===== src/rtl/satl_pkg.sv =====
// Shared types and constants for the set-associative tag lookup.
// No dependencies; imported by the front end, the back end and the top level.
`timescale 1ns / 1ps
`default_nettype none

package satl_pkg;

    localparam int ADDR_IN_W   = 32;
    localparam int CNT_W       = 32;
    localparam int OUT_WAY_W   = 2;
    localparam int QUEUE_DEPTH = 2;

    localparam logic [CNT_W-1:0] CNT_MAX = {CNT_W{1'b1}};

    typedef enum logic [1:0] {
        ST_CLEAR,
        ST_IDLE,
        ST_LOOKUP
    } t_back_state;

    // Back end to front end: dequeue strobe and clearing-pass status.
    typedef struct packed {
        logic pop;
        logic clearing;
    } t_back_ctrl;

    // Floor of log2; zero for inputs below two.
    function automatic int floor_log2(input longint v);
        longint x;
        int     n;
        x = v;
        n = 0;
        while (x > 1) begin
            x = x >> 1;
            n = n + 1;
        end
        return n;
    endfunction

endpackage

`default_nettype wire


===== src/rtl/satl_front.sv =====
// Front end: accepts addresses, splits them into set index and tag, queues them.
// Depends on satl_pkg.
`timescale 1ns / 1ps
`default_nettype none

module satl_front
    import satl_pkg::*;
#(
    parameter int AW       = 32,
    parameter int OFF_BITS = 6,
    parameter int IDX_BITS = 7,
    parameter int IDX_W    = 7,
    parameter int TAG_W    = 19,
    parameter int EXT_W    = 32
) (
    input  wire logic                 i_clk,
    input  wire logic                 i_rst_n,
    input  wire logic                 i_valid,
    input  wire logic [ADDR_IN_W-1:0] i_address,
    output logic                      o_stall,
    output logic                      o_q_valid,
    output logic      [IDX_W-1:0]     o_q_index,
    output logic      [TAG_W-1:0]     o_q_tag,
    input  wire t_back_ctrl           i_back
);

    localparam int QPTR_W = (QUEUE_DEPTH > 1) ? $clog2(QUEUE_DEPTH) : 1;
    localparam int QCNT_W = $clog2(QUEUE_DEPTH + 1);

    logic [EXT_W-1:0]  addr_ext;
    logic [IDX_W-1:0]  index;
    logic [TAG_W-1:0]  tag;
    logic              push;
    logic              pop;

    logic [IDX_W-1:0]  r_q_idx [QUEUE_DEPTH];
    logic [TAG_W-1:0]  r_q_tag [QUEUE_DEPTH];
    logic [QPTR_W-1:0] r_wr_ptr, n_wr_ptr;
    logic [QPTR_W-1:0] r_rd_ptr, n_rd_ptr;
    logic [QCNT_W-1:0] r_count,  n_count;

    // Drop address bits above the configured address width.
    assign addr_ext = EXT_W'(i_address[AW-1:0]);

    generate
        if (IDX_BITS == 0) begin : g_one_set
            assign index = '0;
        end else begin : g_sets
            assign index = addr_ext[OFF_BITS +: IDX_W];
        end
    endgenerate

    assign tag = addr_ext[OFF_BITS + IDX_BITS +: TAG_W];

    assign o_stall = !i_rst_n || i_back.clearing || (r_count == QCNT_W'(QUEUE_DEPTH));
    assign push    = i_valid && !o_stall;
    assign pop     = i_back.pop;

    always_comb begin
        n_wr_ptr = r_wr_ptr;
        n_rd_ptr = r_rd_ptr;
        n_count  = r_count;
        if (push) begin
            n_wr_ptr = (r_wr_ptr == QPTR_W'(QUEUE_DEPTH - 1)) ? '0 : r_wr_ptr + QPTR_W'(1);
        end
        if (pop) begin
            n_rd_ptr = (r_rd_ptr == QPTR_W'(QUEUE_DEPTH - 1)) ? '0 : r_rd_ptr + QPTR_W'(1);
        end
        if (push && !pop) begin
            n_count = r_count + QCNT_W'(1);
        end else if (pop && !push) begin
            n_count = r_count - QCNT_W'(1);
        end
    end

    always_ff @(posedge i_clk) begin
        if (!i_rst_n) begin
            r_wr_ptr <= '0;
            r_rd_ptr <= '0;
            r_count  <= '0;
        end else begin
            r_wr_ptr <= n_wr_ptr;
            r_rd_ptr <= n_rd_ptr;
            r_count  <= n_count;
        end
    end

    always_ff @(posedge i_clk) begin
        if (push) begin
            r_q_idx[r_wr_ptr] <= index;
            r_q_tag[r_wr_ptr] <= tag;
        end
    end

    assign o_q_valid = (r_count != '0);
    assign o_q_index = r_q_idx[r_rd_ptr];
    assign o_q_tag   = r_q_tag[r_rd_ptr];

    a_no_pop_empty: assert property (@(posedge i_clk) disable iff (!i_rst_n)
        pop |-> (r_count != '0))
        else $error("dequeue from empty queue");

endmodule

`default_nettype wire


===== config.mk =====
export PLATFORM = sky130hd
export DESIGN_NAME = satl_front
export DESIGN_NICKNAME = d
export VERILOG_FILES = /design/src/rtl/satl_pkg.sv /design/src/rtl/satl_front.sv
export SDC_FILE = /design/constraint.sdc
export NUM_CORES = 1
export LEC_CHECK = 0
export BUFFER_PORTS_ARGS = -buffer_cell sky130_fd_sc_hd__clkbuf_2
export CAP_MARGIN = 20
export CORE_MARGIN = 4
export CORE_UTILIZATION = 45
export CTS_CLUSTER_DIAMETER = 80
export DETAILED_ROUTE_END_ITERATION = 8
export GPL_ROUTABILITY_DRIVEN = 0
export PLACE_DENSITY = 0.71
export SLEW_MARGIN = 20
export SYNTH_ARGS = -nofsm -noshare
export SYNTH_HDL_FRONTEND = slang
export SYNTH_SLANG_ARGS = --single-unit

===== constraint.sdc =====
create_clock -name i_clk -period 6.48 [get_ports i_clk]
set_clock_uncertainty 0.05 [all_clocks]
set_input_delay 0 -clock i_clk [delete_from_list [all_inputs] [get_ports i_clk]]
set_output_delay 0 -clock i_clk [all_outputs]
set_load 0.02 [all_outputs]

==> impl_metrics.yaml, run 1 <==
sta:
  layout_setup_ws_ps: 4440
  fin_crit_ps: 2040
  worst_pin_slew_ps: 898
  fin_crit_sh_pct: 31.6
  maxSlewHeadroom_pct: 39.7
  drv_slew: 0
  fmax_mhz: 489
  finalSetupTns_ps: 0
  final-setup-viol-count: 0
  rsz0062_at_grt: "false"
  report.final.hold_viol_count: 0
setup_path:
  crit_required_ps: 6440
  r2r_cells: 3
  cp-endpoint: "r_q_tag[0][5]$_DFFE_PP_"
  critPathArrivalTime_ps: 2010
  worstSetupStartpoint: "r_count[0]$_SDFFE_PN0P_"
  reg2reg_to: "r_q_tag[0][5]$_DFFE_PP_"
  r2r-start: "r_count[0]$_SDFFE_PN0P_"
  cp_max_fo: 15
  critPathLaunchType: "flip-flop"
  path_class: "reg2reg"
  cp-end-kind: "flip-flop"
  regToRegSetupSlack_ps: 4440
clock_tree:
  clock-sinks: 57
  clock_path_buffers: 2
  cts_inserted_buffers: 9
  h-tree-depth: 3
  cts_tree: "built"
  insertion_delay_ps: 320
  ctsResizeCount: 0
  path_clk_slew_ps: 60
  cts_root_buf: "clkbuf_8"
floorplanning:
  core.rowCount: 24
  die_h_um: 76.9
  die_x_um: 76.9
  core-area_mm2: 0.00447
  ios: 65
  start_util_pct: 47.7
  dieArea_mm2: 0.00591
global_route:
  grt_pass1_wl_um: 6290
  grt_pass1_vias: 1361
  grt_overflow_total: 0
  antenna_found_initial: 0
  grt_max_degree: 27
  globalRouteTotalUtil_pct: 14.2
synth:
  ys_seq_elements: 57
  synth_warnings: 0
  syn_area_per_cell_um2: 19.9
  synth_seq_area_share_pct: 77.8
  synth.distinct_cells: 20
  synth_nets: 145
  netlist_area_mm2: 0.00213
  syn_inst: 107
drt:
  vias_per_cell: 4.82
  drc: 0
  drtIter0Drc: 61
  vias: 1253
  postRouteAntennaNets: 0
  drtPass1Iterations: 4
  wire_per_inst_um: 15.1
  drt-total-wl_um: 3930
placement:
  place_area_mm2: 0.00248
  dpl.cell_count: 215
  dp_hpwl_um: 2520
  port_buffers: 58
  dp_slack_ps: 4390
finish:
  area_delta_synth_final_pct: 38.1
  stdcell_count: 260
  drive_gt1_share_pct: 47.6
  final_net_count: 241
  diodes: 0
  nFillCells: 296
  design_area_mm2: 0.00295
power_and_ir_drop:
  power_mw: 0.814
  power.density_mw_per_mm2: 276
  peakVddDrop_v: 0.000165
  leakage_nw: 1.14
min_path:
  min_path_type: "in2reg"
flow_run:
  maxCapViolations: 0
run_status:
  outcome: "finished clean"
[power breakdown]
part	leakage [nW]	internal (mW)	switching, mW
sequential	0.513	0.414	0.0108
clock	0.0879	0.171	0.124
combinational	0.539	0.0479	0.0459
total	1.14	0.633	0.181
[placed cells by master (no fill, tap or decap), drive strengths merged]
cell type,Yosys,layout
ha,1,1
a21boi,1,1
nor2b,1,1
xor2,2,2
and2,4,4
o21ai,1,1
dfxtp,5,5
nor4,1,1
mux2,26,26
buf,3,1
clkbuf,0,68
xnor2,1,1
or2,2,2
clkinv,0,5
nand2b,2,2
dlygate4sd3,0,29
inv,2,2
or3,1,1
nor3,1,1
o311ai,1,1
bufinv,0,1
edfxtp,52,52
[kinds of logic (layout without fill, tap and decap cells)]
logic type / Yosys count / after routing / synth area share (%)
AO/OA/AOI/OAI: 3 / 3 / 0.996
XOR/XNOR: 3 / 3 / 1.23
adder cells (fa/ha/maj): 1 / 1 / 0.586
buffers and inverters: 5 / 106 / 1.64
flip-flops: 57 / 57 / 77.8
multiplexers: 26 / 26 / 13.7
AND/OR/NAND/NOR: 12 / 12 / 3.99
[critical path, stage by stage, from the launching register on]
cell	delay (ps)
dfxtp_1	410
nor2b_1	140
nor4_4	760
buf_4	370
[sequential cells by signal, summed over array words and instances, names as in the netlist, named ones only]
register,cells
r_q_idx,14
r_rd_ptr,1
r_q_tag,38
r_wr_ptr,1
r_count,2
[timing repair]
| action | 4_1_cts | 5_1_grt |
|---|---|---|
| buffers inserted | 0 | 0 |
| hold buffers | 29 | 0 |
| hold endpoints to repair | 57 | 0 |
[final cells by class]
type	count	area (um^2)	share of cell area, %
Inverter	2	7.51	0.255
Multi-Input combinational cell	45	448	15.2
Sequential cell	57	1660	56.4
Tap cell	52	65.1	2.21
Clock inverter	6	48.8	1.66
Timing Repair Buffer	88	588	19.9
Clock buffer	10	128	4.33
[per-stage QoR]
step	utilization, %	hold slack, ps
floorplan	-	48.9
global placement	55.4	139
detailed placement	55.4	143
CTS	65.9	103
global route	65.9	115
finish	65.9	107
[worst min path at each step]
| stage | startpoint | depth (start not counted) | end | slack (ps) |
|---|---|---|---|---|
| final | i_valid | 4 | r_wr_ptr$_SDFFE_PN0N_ | 110 |
| after floorplan | i_address[6] | 0 | r_q_idx[0][0]$_DFFE_PP_ | 50 |
| after CTS | i_valid | 4 | r_wr_ptr$_SDFFE_PN0N_ | 100 |
| after global placement | i_address[23] | 1 | r_q_tag[0][10]$_DFFE_PP_ | 140 |
| after detailed placement | i_address[9] | 1 | r_q_idx[1][3]$_DFFE_PP_ | 140 |
| after global routing | i_valid | 4 | r_wr_ptr$_SDFFE_PN0N_ | 110 |
[Yosys cell counts]
cell / number / area [um^2]
xnor2_1: 1 / 8.76
dfxtp_1: 5 / 100
nor2b_1: 1 / 6.26
nor3_2: 1 / 10.0
mux2_1: 2 / 22.5
mux2_2: 24 / 270
nor4_2: 1 / 12.5
or3_1: 1 / 6.26
buf_6: 2 / 22.5
inv_1: 2 / 7.51
o21ai_0: 1 / 5.00
ha_1: 1 / 12.5
a21boi_1: 1 / 7.51
nand2b_1: 2 / 12.5
edfxtp_1: 52 / 1560
or2_2: 2 / 12.5
buf_2: 1 / 5.00
and2_1: 4 / 25.0
xor2_1: 2 / 17.5
o311ai_0: 1 / 8.76
[per-layer routing]
layer / routed length, um / share of wire [%] / track usage, %
met1: 1560 / 40 / 15.1
met2: 2020 / 51 / 23.8
met3: 290 / 7.4 / 7.03
met4: 60 / 1.5 / 5.98
met5: 0 / 0 / 0
Power figures use the tool's default switching activity.
==> run 2, diff against run 1 <==
--- a/config.mk
+++ b/config.mk
@@ -5,6 +5,7 @@
 export SDC_FILE = /design/constraint.sdc
 export NUM_CORES = 1
 export LEC_CHECK = 0
+export ABC_AREA = 1
 export BUFFER_PORTS_ARGS = -buffer_cell sky130_fd_sc_hd__clkbuf_2
 export CAP_MARGIN = 20
 export CORE_MARGIN = 4
==> constraint.sdc (replaced) <==
create_clock -name i_clk -period 1.9 [get_ports i_clk]
set_clock_uncertainty 0.05 [all_clocks]
set_input_delay 0 -clock i_clk [delete_from_list [all_inputs] [get_ports i_clk]]
set_output_delay 0 -clock i_clk [all_outputs]
set_load 0.02 [all_outputs]
==> impl_metrics.yaml, run 2 <==
run_status:
  outcome: "finished clean"
finish:
  diodes: 0
  top_regs: "r_q_tag x38, r_q_idx x14, r_count x2"
  nFillCells: 368
  largest_reg_flops: 38
  largest-register: "r_q_tag"
  area_delta_synth_final_pct: 38.8
  mostFrequentLayoutCell: "clkbuf_2"
  final_net_count: 259
  drive_gt1_share_pct: 48.2
  design_area_mm2: 0.00312
  final_cell_mix: "clkbuf_2 (58), edfxtp_1 (52), dlygate4sd3_1 (29)"
synth:
  synth.most_common_cell: "edfxtp_1"
  netlist_area_mm2: 0.00224
  synth.distinct_cells: 18
  ys.flop_type: "edfxtp_1"
  synthTopCellsByArea: "edfxtp_1 (70%), mux2_4 (13%), dfxtp_1 (4.5%)"
  synth_edf_count: 52
  syn_area_per_cell_um2: 18.7
  synth_nets: 158
  synth_top_cell_area_share_pct: 69.6
  async_flop_share_pct: 0
  syn_inst: 120
  ys_top_cells_by_count: "edfxtp_1 (52), mux2_4 (20), inv_1 (10)"
  yosys.area.top_type: "edfxtp_1"
  synth_seq_area_share_pct: 74.0
  ys_seq_elements: 57
  synth_warnings: 0
power_and_ir_drop:
  leakage_nw: 1.29
  power_mw: 2.95
  peakVddDrop_v: 0.000638
  power.density_mw_per_mm2: 947
clock_tree:
  cts_root_buf: "clkbuf_8"
  path_clk_slew_ps: 60
  cts_tree: "built"
  cts_setup_buffers: 0
  insertion_delay_ps: 320
  clock-sinks: 57
  h-tree-depth: 3
  cts_inserted_buffers: 9
  clock_path_buffers: 2
sta:
  fmax_mhz: 667
  report.final.hold_viol_count: 0
  fin_crit_sh_pct: 78.9
  worst_pin_slew_ps: 275
  maxSlewHeadroom_pct: 81.6
  rsz0062_at_grt: "false"
  fin_crit_ps: 1500
  finalSetupTns_ps: 0
  final-setup-viol-count: 0
  drv_slew: 0
floorplanning:
  core-area_mm2: 0.00479
  dieArea_mm2: 0.00618
  start_util_pct: 46.9
  ios: 65
  die_h_um: 78.6
  die_x_um: 78.6
  core.rowCount: 25
setup_path:
  path_class: "reg2out"
  cp-end-kind: "output port"
  crit_required_ps: 1850
  cp_max_fo: 15
  r2r-start: "r_count[0]$_SDFFE_PN0P_"
  critPathArrivalTime_ps: 1450
  critPathLaunchType: "flip-flop"
min_path:
  worstHoldStart: "i_back[0]"
  min_path_type: "in2reg"
global_route:
  grt_overflow_total: 0
  grt_pass1_wl_um: 6750
  grt_pass1_vias: 1484
  antenna_found_initial: 0
  grt_max_degree: 17
  globalRouteTotalUtil_pct: 14.9
drt:
  drc: 0
  vias_per_cell: 4.56
  drt-total-wl_um: 4010
  wire_per_inst_um: 13.7
  drtIter0Drc: 34
  postRouteAntennaNets: 0
  drtPass1Iterations: 4
  vias: 1335
placement:
  place_area_mm2: 0.00262
  port_buffers: 58
  dp_hpwl_um: 2700
flow_run:
  maxCapViolations: 0
run 2: changes by cell type in the layout (fill, tap and decap cells not counted), moves of 3 or more:
cell,delta
mux2_4,+20
mux2_2,-18
nand2_1,+9
inv_1,+8
buf_4,+5
nor2_1,+4
and2_1,-3
clkinv_1,-3
run 2: timing repair:
item / CTS / global route
hold endpoints to repair: 57 / 0
hold buffers: 29 / 0
resized for setup: 0 / 0
run 2: cell families after synthesis:
group           share of synthesized area [%]
compound gates                          0.446
xor+xnor                                0.390
fa+ha+maj                               0.557
buf+inv                                  4.12
flops                                    74.0
mux                                      16.4
simple gates                             4.07
run 2: report_power, final:
group | switching, mW | internal, mW
logic | 0.183 | 0.180
registers | 0.0114 | 1.41
clock network | 0.447 | 0.723
total | 0.641 | 2.31
run 2: final timing paths:
path	to	slack (ps)	depth (start not counted)
min reg2reg	r_rd_ptr$_SDFFE_PN0P_	480	2
max reg2reg	r_count[1]$_SDFFE_PN0P_	430	10
min	r_wr_ptr$_SDFFE_PN0N_	20	5
max	o_q_index[3]	400	3
run 2: area by class of cell:
cell class	count	area [um^2]	share of cell area [%]
timing repair buffer	93	626	20.1
clock buffer	9	124	3.98
sequential	57	1660	53.4
inverter	11	41.3	1.33
tap	67	83.8	2.69
clock inverter	7	85.1	2.73
multi-input combinational	49	493	15.8
run 2: worst max-delay path, cell delays in order, from the launching register on:
cell	delay, ps
dfxtp_2	320
buf_4	270
mux2_2	370
clkbuf_2	160
run 2: metrics by stage:
stage                     setup WS, ps  utilization, %  hold slack [ps]  cells
after CTS                          362            65.1             3.84    293
after global placement             544            54.7              140    248
after detailed placement           441            54.7              143    248
final                              400            65.1             21.6    293
after global routing               313            65.1             35.6    293
after floorplan                    179               -             48.9    120
run 2: per-layer routing:
metal / routed length, um / track usage [%] / vias up / part of all wire, %
met5: 0 / 0 / - / 0
met4: 93 / 9.44 / 0 / 2.3
met3: 237 / 4.93 / 10 / 5.9
met2: 2120 / 25.4 / 42 / 53
met1: 1550 / 15.7 / 635 / 39
li1: - / - / 648 / -
